<file path="config.mk">
export PLATFORM = sky130hd
export DESIGN_NAME = sliding_window_average
export DESIGN_NICKNAME = d
export VERILOG_FILES = /design/src/rtl/swa_pkg.sv /design/src/rtl/swa_ram.sv /design/src/rtl/swa_front.sv /design/src/rtl/swa_queue.sv /design/src/rtl/swa_back.sv /design/src/rtl/sliding_window_average.sv
export VERILOG_INCLUDE_DIRS = /design/src /design/src/rtl
export SDC_FILE = /design/constraint.sdc
export NUM_CORES = 2
export LEC_CHECK = 0
export BUFFER_PORTS_ARGS = -buffer_cell sky130_fd_sc_hd__buf_2
export CORE_MARGIN = 2
export CORE_UTILIZATION = 47
export DETAILED_ROUTE_END_ITERATION = 6
export GPL_ROUTABILITY_DRIVEN = 0
export HOLD_SLACK_MARGIN = 0.02
export PLACE_DENSITY_LB_ADDON = 0.25
export SYNTH_ARGS = -nofsm -noshare
export SYNTH_HDL_FRONTEND = slang
export SYNTH_SLANG_ARGS = --single-unit
</file>
<file path="constraint.sdc">
create_clock -name clk_i -period 5.82 [get_ports clk_i]
set_input_delay 0.291 -clock clk_i [delete_from_list [all_inputs] [get_ports clk_i]]
set_output_delay 0.291 -clock clk_i [all_outputs]
set_load 0.03 [all_outputs]
</file>
<file path="src/rtl/sliding_window_average_defines.svh">
// ----------------------------------------------------------------------------
// Sliding window average: assertion macros
// Shared concurrent assertion forms used at the end of the top level.
// ----------------------------------------------------------------------------
`ifndef SLIDING_WINDOW_AVERAGE_DEFINES_SVH
`define SLIDING_WINDOW_AVERAGE_DEFINES_SVH

// Same-cycle implication, disabled while reset is asserted
`define SWA_ASSERT_IMP(lbl, clk, rst_n, ante, cons) \
  lbl: assert property (@(posedge clk) disable iff (!(rst_n)) (ante) |-> (cons)) \
    else $error("assertion lbl failed");

// Next-cycle implication, disabled while reset is asserted
`define SWA_ASSERT_NXT(lbl, clk, rst_n, ante, cons) \
  lbl: assert property (@(posedge clk) disable iff (!(rst_n)) (ante) |=> (cons)) \
    else $error("assertion lbl failed");

`endif

</file>
<file path="src/rtl/swa_pkg.sv">
// ----------------------------------------------------------------------------
// Sliding window average package
// Field widths, default depth, state encodings and queue status type.
// ----------------------------------------------------------------------------
package swa_pkg;

  localparam int unsigned MAX_WINDOW_DEF = 64;
  localparam int unsigned SAMPLE_W       = 16;
  localparam int unsigned CFG_W          = 7;
  localparam int unsigned AVG_W          = 24;
  localparam int unsigned USED_W         = 7;
  localparam int unsigned FRAC_W         = 8;

  // front end: take a sample, then update ring and running sum
  typedef enum logic {
    FRONT_IDLE,
    FRONT_UPDATE
  } front_state_e;

  // back end: pop, divide, hand result to output register
  typedef enum logic [1:0] {
    BACK_IDLE,
    BACK_DIV,
    BACK_DONE
  } back_state_e;

  typedef struct packed {
    logic full;
    logic empty;
  } swa_q_status_t;

endpackage

</file>
<file path="src/rtl/swa_ram.sv">
// ----------------------------------------------------------------------------
// Generic single-port-write, single-port-read RAM
// One write and one read per cycle; read data is registered.
// ----------------------------------------------------------------------------
module swa_ram #(
  parameter int unsigned WIDTH = 16,
  parameter int unsigned DEPTH = 64,
  parameter int unsigned AW    = (DEPTH > 1) ? $clog2(DEPTH) : 1
) (
  input  logic             clk_i,
  input  logic             we_i,
  input  logic [AW-1:0]    waddr_i,
  input  logic [WIDTH-1:0] wdata_i,
  input  logic [AW-1:0]    raddr_i,
  output logic [WIDTH-1:0] rdata_o
);

  logic [WIDTH-1:0] mem_q [DEPTH];
  logic [WIDTH-1:0] rdata_q;

  // write port
  always_ff @(posedge clk_i) begin
    if (we_i) begin
      mem_q[waddr_i] <= wdata_i;
    end
  end

  // registered read port
  always_ff @(posedge clk_i) begin
    rdata_q <= mem_q[raddr_i];
  end

  assign rdata_o = rdata_q;

endmodule

</file>
<file path="src/rtl/swa_front.sv">
// ----------------------------------------------------------------------------
// Sliding window average: front end
// Accepts samples, keeps the sample ring, fill count and running sum, and
// pushes (sum, count) pairs into the queue toward the divider.
// ----------------------------------------------------------------------------
module swa_front #(
  parameter int unsigned MAX_WINDOW = swa_pkg::MAX_WINDOW_DEF,
  parameter int unsigned IW = (MAX_WINDOW > 1) ? $clog2(MAX_WINDOW) : 1,
  parameter int unsigned FW = $clog2(MAX_WINDOW + 1),
  parameter int unsigned SW = swa_pkg::SAMPLE_W + $clog2(MAX_WINDOW)
) (
  input  logic                                clk_i,
  input  logic                                rst_ni,
  input  logic                                cfg_we_i,
  input  logic [swa_pkg::CFG_W-1:0]           cfg_wdata_i,
  input  logic                                in_valid_i,
  output logic                                in_ready_o,
  input  logic signed [swa_pkg::SAMPLE_W-1:0] sample_i,
  input  swa_pkg::swa_q_status_t              q_status_i,
  output logic                                push_o,
  output logic signed [SW-1:0]                push_sum_o,
  output logic [FW-1:0]                       push_fill_o
);
  import swa_pkg::*;

  localparam int unsigned CW = (FW > CFG_W) ? FW : CFG_W;

  front_state_e         state_q, state_d;
  logic [CFG_W-1:0]     win_size_q;
  logic [IW-1:0]        wr_slot_q, wr_slot_d;
  logic [FW-1:0]        fill_q, fill_d;
  logic signed [SW-1:0] sum_q, sum_d;
  logic [SAMPLE_W-1:0]  sample_q;
  logic [IW-1:0]        slot_q;
  logic [FW-1:0]        win_eff;
  logic [IW-1:0]        slot_cur;
  logic [IW-1:0]        slot_inc;
  logic [SAMPLE_W-1:0]  old_sample;
  logic                 win_full;
  logic                 accept;
  logic                 update;

  // effective window: zero counts as one, saturate at ring depth
  always_comb begin
    if (win_size_q == '0) begin
      win_eff = FW'(1);
    end else if (CW'(win_size_q) > CW'(MAX_WINDOW)) begin
      win_eff = FW'(MAX_WINDOW);
    end else begin
      win_eff = FW'(win_size_q);
    end
  end

  assign slot_cur = (FW'(wr_slot_q) >= win_eff) ? '0 : wr_slot_q;
  assign slot_inc = (FW'(slot_q) + FW'(1) >= win_eff) ? '0 : IW'(slot_q + IW'(1));
  assign win_full = (fill_q == win_eff);

  assign accept = in_valid_i && in_ready_o;
  assign update = (state_q == FRONT_UPDATE);

  // ring: oldest sample is read during accept, new one written in update
  swa_ram #(
    .WIDTH (SAMPLE_W),
    .DEPTH (MAX_WINDOW),
    .AW    (IW)
  ) u_ring (
    .clk_i   (clk_i),
    .we_i    (update),
    .waddr_i (slot_q),
    .wdata_i (sample_q),
    .raddr_i (slot_cur),
    .rdata_o (old_sample)
  );

  // next state
  always_comb begin
    state_d = state_q;
    unique case (state_q)
      FRONT_IDLE:   if (accept) state_d = FRONT_UPDATE;
      FRONT_UPDATE: state_d = FRONT_IDLE;
      default:      state_d = FRONT_IDLE;
    endcase
  end

  // outputs
  always_comb begin
    in_ready_o = 1'b0;
    push_o     = 1'b0;
    unique case (state_q)
      FRONT_IDLE:   in_ready_o = !q_status_i.full;
      FRONT_UPDATE: push_o     = 1'b1;
      default:      in_ready_o = 1'b0;
    endcase
  end

  // running sum and fill count update
  always_comb begin
    sum_d     = sum_q + SW'($signed(sample_q));
    fill_d    = fill_q + FW'(1);
    wr_slot_d = slot_inc;
    if (win_full) begin
      sum_d  = sum_q + SW'($signed(sample_q)) - SW'($signed(old_sample));
      fill_d = fill_q;
    end
  end

  assign push_sum_o  = sum_d;
  assign push_fill_o = fill_d;

  // control state; a window size write clears the window
  always_ff @(posedge clk_i or negedge rst_ni) begin
    if (!rst_ni) begin
      state_q    <= FRONT_IDLE;
      win_size_q <= CFG_W'(1);
      wr_slot_q  <= '0;
      fill_q     <= '0;
      sum_q      <= '0;
    end else begin
      state_q <= state_d;
      if (cfg_we_i) begin
        win_size_q <= cfg_wdata_i;
        wr_slot_q  <= '0;
        fill_q     <= '0;
        sum_q      <= '0;
      end else if (update) begin
        wr_slot_q <= wr_slot_d;
        fill_q    <= fill_d;
        sum_q     <= sum_d;
      end
    end
  end

  // captured transaction
  always_ff @(posedge clk_i) begin
    if (accept) begin
      sample_q <= sample_i;
      slot_q   <= slot_cur;
    end
  end

endmodule

</file>
<file path="src/rtl/swa_queue.sv">
// ----------------------------------------------------------------------------
// Sliding window average: decoupling queue
// Two-entry FIFO carrying (sum, count) pairs from front end to divider.
// ----------------------------------------------------------------------------
module swa_queue #(
  parameter int unsigned DW = 29
) (
  input  logic                   clk_i,
  input  logic                   rst_ni,
  input  logic                   push_i,
  input  logic [DW-1:0]          push_data_i,
  input  logic                   pop_i,
  output logic [DW-1:0]          pop_data_o,
  output swa_pkg::swa_q_status_t status_o
);
  import swa_pkg::*;

  logic [DW-1:0] entry_q [2];
  logic          wr_ptr_q;
  logic          rd_ptr_q;
  logic [1:0]    count_q;

  assign status_o.full  = (count_q == 2'd2);
  assign status_o.empty = (count_q == 2'd0);
  assign pop_data_o     = entry_q[rd_ptr_q];

  // pointers and occupancy
  always_ff @(posedge clk_i or negedge rst_ni) begin
    if (!rst_ni) begin
      wr_ptr_q <= 1'b0;
      rd_ptr_q <= 1'b0;
      count_q  <= 2'd0;
    end else begin
      if (push_i) wr_ptr_q <= !wr_ptr_q;
      if (pop_i)  rd_ptr_q <= !rd_ptr_q;
      if (push_i && !pop_i) begin
        count_q <= count_q + 2'd1;
      end else if (pop_i && !push_i) begin
        count_q <= count_q - 2'd1;
      end
    end
  end

  // storage
  always_ff @(posedge clk_i) begin
    if (push_i) begin
      entry_q[wr_ptr_q] <= push_data_i;
    end
  end

endmodule

</file>
<file path="src/rtl/swa_back.sv">
// ----------------------------------------------------------------------------
// Sliding window average: back end
// Restoring divider (one quotient bit per cycle) computing sum*256/count,
// truncated toward zero, followed by the output register.
// ----------------------------------------------------------------------------
module swa_back #(
  parameter int unsigned FW = 7,
  parameter int unsigned SW = 22
) (
  input  logic                              clk_i,
  input  logic                              rst_ni,
  input  swa_pkg::swa_q_status_t            q_status_i,
  input  logic signed [SW-1:0]              pop_sum_i,
  input  logic [FW-1:0]                     pop_fill_i,
  output logic                              pop_o,
  output logic                              out_valid_o,
  input  logic                              out_ready_i,
  output logic signed [swa_pkg::AVG_W-1:0]  average_q8_o,
  output logic [swa_pkg::USED_W-1:0]        samples_used_o
);
  import swa_pkg::*;

  localparam int unsigned NW    = SW + FRAC_W;
  localparam int unsigned CNT_W = $clog2(NW + 1);

  back_state_e        state_q, state_d;
  logic [CNT_W-1:0]   cnt_q;
  logic [NW-1:0]      quo_q;
  logic [FW-1:0]      rem_q;
  logic [FW-1:0]      div_q;
  logic               neg_q;
  logic [SW-1:0]      mag;
  logic [FW:0]        rem_shift;
  logic               ge;
  logic [FW-1:0]      rem_next;
  logic [NW-1:0]      res_signed;
  logic               load_out;
  logic               out_valid_q;
  logic [AVG_W-1:0]   avg_q;
  logic [USED_W-1:0]  used_q;

  // magnitude of the sum
  assign mag = pop_sum_i[SW-1] ? (~pop_sum_i + SW'(1)) : pop_sum_i;

  // one restoring step
  assign rem_shift = {rem_q, quo_q[NW-1]};
  assign ge        = (rem_shift >= {1'b0, div_q});
  assign rem_next  = ge ? FW'(rem_shift - {1'b0, div_q}) : rem_shift[FW-1:0];

  assign res_signed = neg_q ? (~quo_q + NW'(1)) : quo_q;
  assign load_out   = (state_q == BACK_DONE) && (!out_valid_q || out_ready_i);

  // next state
  always_comb begin
    state_d = state_q;
    unique case (state_q)
      BACK_IDLE: if (!q_status_i.empty) state_d = BACK_DIV;
      BACK_DIV:  if (cnt_q == CNT_W'(1)) state_d = BACK_DONE;
      BACK_DONE: if (load_out) state_d = BACK_IDLE;
      default:   state_d = BACK_IDLE;
    endcase
  end

  // outputs
  always_comb begin
    pop_o = 1'b0;
    unique case (state_q)
      BACK_IDLE: pop_o = !q_status_i.empty;
      BACK_DIV:  pop_o = 1'b0;
      BACK_DONE: pop_o = 1'b0;
      default:   pop_o = 1'b0;
    endcase
  end

  // control registers
  always_ff @(posedge clk_i or negedge rst_ni) begin
    if (!rst_ni) begin
      state_q     <= BACK_IDLE;
      cnt_q       <= '0;
      out_valid_q <= 1'b0;
    end else begin
      state_q <= state_d;
      if (pop_o) begin
        cnt_q <= CNT_W'(NW);
      end else if (state_q == BACK_DIV) begin
        cnt_q <= cnt_q - CNT_W'(1);
      end
      if (load_out) begin
        out_valid_q <= 1'b1;
      end else if (out_ready_i) begin
        out_valid_q <= 1'b0;
      end
    end
  end

  // divider datapath
  always_ff @(posedge clk_i) begin
    if (pop_o) begin
      quo_q  <= {mag, {FRAC_W{1'b0}}};
      rem_q  <= '0;
      div_q  <= pop_fill_i;
      neg_q  <= pop_sum_i[SW-1];
      used_q <= USED_W'(pop_fill_i);
    end else if (state_q == BACK_DIV) begin
      quo_q <= {quo_q[NW-2:0], ge};
      rem_q <= rem_next;
    end
  end

  // output register payload
  always_ff @(posedge clk_i) begin
    if (load_out) begin
      avg_q          <= res_signed[AVG_W-1:0];
      samples_used_o <= used_q;
    end
  end

  assign out_valid_o  = out_valid_q;
  assign average_q8_o = avg_q;

endmodule

</file>
<file path="src/rtl/sliding_window_average.sv">
// ----------------------------------------------------------------------------
// Sliding window average (simple moving average), top level
// Front end keeps the sample window, a queue decouples it from the divider.
// ----------------------------------------------------------------------------
// Usage:
//   Input channel (in_valid_i/in_ready_o, sample_i): one signed 16-bit sample
//   per transaction. Output channel (out_valid_o/out_ready_i): one result per
//   sample, average_q8_o (mean, 8 fraction bits, truncated toward zero) and
//   samples_used_o (samples in the mean).
//   cfg_we_i/cfg_wdata_i write the window size and clear the window; write
//   only while no transaction is in flight.
//   Throughput is set by the bit-serial restoring divider, which produces one
//   quotient bit a cycle and takes the next (sum, count) pair only after its
//   result has moved to the output register. The front end reads the ring
//   on accept, then writes it in its update state, taking no sample between.
//   Reset: window size 1, window empty; ring contents need no clearing since
//   an entry is only read back after it has been written.
//   Receiver stall: the result waits in the output register, the divider
//   holds its finished result, the two-entry queue fills and then in_ready_o
//   drops until space frees up.
// ----------------------------------------------------------------------------
module sliding_window_average #(
  parameter int unsigned MAX_WINDOW = swa_pkg::MAX_WINDOW_DEF
) (
  input  logic                                clk_i,
  input  logic                                rst_ni,
  input  logic                                cfg_we_i,
  input  logic [swa_pkg::CFG_W-1:0]           cfg_wdata_i,
  input  logic                                in_valid_i,
  output logic                                in_ready_o,
  input  logic signed [swa_pkg::SAMPLE_W-1:0] sample_i,
  output logic                                out_valid_o,
  input  logic                                out_ready_i,
  output logic signed [swa_pkg::AVG_W-1:0]    average_q8_o,
  output logic [swa_pkg::USED_W-1:0]          samples_used_o
);
  import swa_pkg::*;

  `include "sliding_window_average_defines.svh"

  localparam int unsigned IW = (MAX_WINDOW > 1) ? $clog2(MAX_WINDOW) : 1;
  localparam int unsigned FW = $clog2(MAX_WINDOW + 1);
  localparam int unsigned SW = SAMPLE_W + $clog2(MAX_WINDOW);
  localparam int unsigned DW = SW + FW;

  swa_q_status_t        q_status;
  logic                 push;
  logic signed [SW-1:0] push_sum;
  logic [FW-1:0]        push_fill;
  logic                 pop;
  logic [DW-1:0]        pop_data;

  // window bookkeeping
  swa_front #(
    .MAX_WINDOW (MAX_WINDOW),
    .IW         (IW),
    .FW         (FW),
    .SW         (SW)
  ) u_front (
    .clk_i       (clk_i),
    .rst_ni      (rst_ni),
    .cfg_we_i    (cfg_we_i),
    .cfg_wdata_i (cfg_wdata_i),
    .in_valid_i  (in_valid_i),
    .in_ready_o  (in_ready_o),
    .sample_i    (sample_i),
    .q_status_i  (q_status),
    .push_o      (push),
    .push_sum_o  (push_sum),
    .push_fill_o (push_fill)
  );

  // decoupling queue
  swa_queue #(
    .DW (DW)
  ) u_queue (
    .clk_i       (clk_i),
    .rst_ni      (rst_ni),
    .push_i      (push),
    .push_data_i ({push_sum, push_fill}),
    .pop_i       (pop),
    .pop_data_o  (pop_data),
    .status_o    (q_status)
  );

  // divider and output register
  swa_back #(
    .FW (FW),
    .SW (SW)
  ) u_back (
    .clk_i          (clk_i),
    .rst_ni         (rst_ni),
    .q_status_i     (q_status),
    .pop_sum_i      ($signed(pop_data[DW-1:FW])),
    .pop_fill_i     (pop_data[FW-1:0]),
    .pop_o          (pop),
    .out_valid_o    (out_valid_o),
    .out_ready_i    (out_ready_i),
    .average_q8_o   (average_q8_o),
    .samples_used_o (samples_used_o)
  );

  // after an accept the front end is in its update state: not ready, and pushing
  `SWA_ASSERT_NXT(a_front_busy, clk_i, rst_ni, in_valid_i && in_ready_o, !in_ready_o && push)
  // queue never pushed while full without a pop, nor popped while empty
  `SWA_ASSERT_IMP(a_queue_bounds, clk_i, rst_ni, 1'b1,
                  !(push && q_status.full && !pop) && !(pop && q_status.empty))
  // count carried with a result is never zero
  `SWA_ASSERT_IMP(a_fill_nonzero, clk_i, rst_ni, push, push_fill != '0)

endmodule

</file>
==> flow_summary.ini <==
[final_layout]
area_delta_synth_final_pct = 13.6
nFillCells = 9300
num_antenna_cells = 0
nNetsFinal = 4025
drive_gt1_share_pct = 16.9
utilization_pct = 53.7

[synth]
yosys_warnings = 0
yosys_register_bits = 1251
yosys.area_share.simple_pct = 7.82
synth.yosys.seq_area_share_pct = 68.6
muxShareOfSynthArea_pct = 5.06
yosys.area.top_type = edfxtp_1
synthTopCellsByArea = edfxtp_1 (65%), mux2i_1 (2.6%), dfrtp_1 (2.5%)
synth_edf_count = 1165
synth_compound_area_share_pct = 12.5
synth_top_family_by_area = compound AO/OA/AOI/OAI gates
async_flop_share_pct = 4.40
synthAdderAreaFrac_pct = 1.71
synth-main-ff-cell = edfxtp_1
syn_avg_cell_area_um2 = 14.3
yosysTopAreaCellShare_pct = 64.9
synthCells = 3764
synth_xor_area_share_pct = 1.59
yosysUniqueCellTypes = 85
syn_nets = 3864
syn_area_mm2 = 0.0539

[floorplan]
coreArea_mm2 = 0.114
dieArea_mm2 = 0.117
die_h_um = 343
start_util_pct = 47.3
die_w_um = 343
ios = 61
num_rows = 124

[flow_run]
maxCapViolCount = 0

[power]
power_leakage_nw = 20.6
combinationalPowerShare_pct = 28.8
p_int_mw = 18.6
pwr-share-clk_pct = 30.2
fin_total_pwr_mw = 27.9
peakVddDrop_mv = 0.300
p_sw_mw = 9.31
p_seq_share_pct = 41.0
swShare_pct = 33.4
pwr_density_cell_mw_per_mm2 = 456

[worst_setup_path]
reg2reg_slack_ns = 0.58
cp_data_required_time_ns = 6.47
cp_top_family = compound AO/OA/AOI/OAI gates
arrival_ns = 5.89
crit-reg2reg-launch = u_front.sample_q[0]
startpoint_type = flop
worst_path_largest_cell_delay_ns = 0.92
critical_path.reg2reg.endpoint = u_front.sum_q[21]
reg2reg_depth = 18
crit_type = flop to flop
worstPathCellList = ha_1 > inv_1 > fa_1 > nor2b_1 > o21ai_0 > a21oi_1 > o2111ai_1 > a2111oi_0 > o21ai_0 > and2_1 > ha_1 > nand3_1 > or3_1 > o22ai_1 > nor3_1 > nor3_1 > xnor2_1 > a22o_1
end_kind = flop
critPathBufInv = 1
crit_slowest_cell = a2111oi_0
worstPathMaxFanout = 6

[timing]
slew_violations = 0
setup_violations = 0
period_minus_slack_ns = 5.24
fmax_mhz = 191
clock_skew_ns = 0.0290
tightestPinTransition_ns = 0.996
max_slew_margin_pct = 31.9
rsz0062_at_grt = no
postLayoutSetupSlackWorst_ns = 0.583
hold_violations = 0
tns_ns = 0
min_period_over_period_pct = 90.0

[global_routing]
grt_util_all_layers_pct = 24.6
grt_pass1_vias = 32302
grt_pass1_wl_um = 215000
antenna_found_initial = 2
grt_max_degree = 150
gr-total-overflow = 0

[place]
hpwlAfterDp_um = 87800
pre_cts_slack_ns = 0.690
io_buffers = 60

[clock_tree]
clock_path_buffers = 3
cts_resized = 0
clock-root-buffer = clkbuf_16
cts_buffers = 134
ctsHtreeMaxLevel = 4
path_clk_slew_ns = 0.06
cts_hold_buf = 26
postCtsSetupBuffers = 0
cts_num_sinks = 1251
tritoncts = done
clock_latency_ns = 0.76

[min_path]
whs_endpoint = u_front.win_size_q[0]
min-delay-start = cfg_we_i
hold_class = input pin to flop
holdPathStages = 4

[route]
vias = 33680
routed_wire_length_per_instance_um = 26.2
antenna_left = 0
drcViolationCount = 0
wirelength_um = 146000
dr.pass1.iters = 5
vias_per_cell = 6.07
drt_iter0_markers = 3619

[run_status]
status = finished, final reports clean
[synth_stat cells, drive strengths merged, types with 64 or more instances]
master	n
buf	64
ha	69
inv	111
a21oi	117
o211ai	105
xnor2	67
o2111ai	68
o21ai	129
o22ai	82
nand2	221
mux2i	141
clkbuf	176
nor3	66
edfxtp	1165
or2	103
a221oi	66
nor2	215
[flip-flops by register name, summed over array words and instances, names as in the netlist, 16 cells and up]
signal / flops
u_queue.entry_q: 58
u_front.sample_q: 16
u_back.quo_q: 30
u_back.average_q8_o: 24
u_front.sum_q: 22
u_front.u_ring.mem_q: 1024
u_front.u_ring.rdata_o: 16
[cells in the final DEF, fill, tap and decap left out, drive strengths merged, types with 41 or more instances in the layout]
cell type / n
a211oi: 56
a21oi: 117
a221oi: 66
and2: 62
buf: 239
clkbuf: 171
clkinv: 56
dfrtp: 54
edfxtp: 1165
ha: 69
inv: 116
mux2: 53
mux2i: 141
nand2: 221
nand3: 41
nor2: 215
nor3: 66
o2111ai: 68
o211ai: 105
o21ai: 129
o22ai: 82
o311ai: 50
or2: 103
xnor2: 67
[metrics by stage]
stage / std cells / area [µm²] / hold slack [ns]
final: 5547 / 61200 / 0.121
after CTS: 5547 / 61200 / 0.0962
after detailed placement: 5275 / 56600 / 0.451
after floorplan: 3764 / 53900 / -0.00459
after global placement: 5275 / 56600 / 0.447
after global routing: 5547 / 61200 / 0.136
[worst min-delay path, stage by stage]
cell and delay [ns]:
buf_2 0.09, buf_4 0.27, nand2_1 0.12, o21ai_0 0.08
[layer usage]
layer	up-vias	wire length, µm	global-route usage, %
li1	15103	-	-
met1	16862	60300	33.9
met2	1394	68600	38.8
met3	317	10600	4.09
met4	4	5950	10.5
met5	-	23	0
[layout make-up]
cell class / count / area (µm²) / share of cell area [%]
Clock buffer: 171 / 3580 / 5.85
Clock inverter: 75 / 791 / 1.29
Inverter: 112 / 423 / 0.691
Multi-Input combinational cell: 2161 / 15600 / 25.4
Sequential cell: 1251 / 37000 / 60.4
Tap cell: 1512 / 1890 / 3.09
Timing Repair Buffer: 265 / 1980 / 3.23
[kinds of logic after synthesis]
family	Yosys count
DFF	1251
and+or+nand+nor	853
muxes	226
xor gates and xnor gates	98
adders and majority gates	72
AOI/OAI and AO/OA	912
buffers and inverters	352
[how the worst max path moves through the flow]
stage	startpoint	endpoint	slack (ns)	cells after the start
2_1_floorplan	u_front.sample_q[0]	u_front.sum_q[21]	0.81	18
3_5_place_dp	u_front.sample_q[0]	u_front.sum_q[21]	0.69	18
6_report	u_front.sample_q[0]	u_front.sum_q[21]	0.58	18
4_1_cts	u_front.sample_q[0]	u_front.sum_q[21]	0.66	18
3_3_place_gp	u_front.sample_q[0]	u_front.sum_q[21]	0.76	18
5_1_grt	u_front.sum_q[0]	u_front.sum_q[21]	0.19	18
[power by group through the flow]
stage | Combinational (mW) | Clock (mW) | Sequential (mW)
floorplan | 5.27 | 0 | 11.6
global placement | 7.84 | 0 | 11.6
detailed placement | 7.92 | 0 | 11.6
CTS | 7.98 | 8.57 | 11.4
global route | 8.71 | 8.92 | 11.5
finish | 8.04 | 8.44 | 11.4
(Power assumes the default switching activity.)
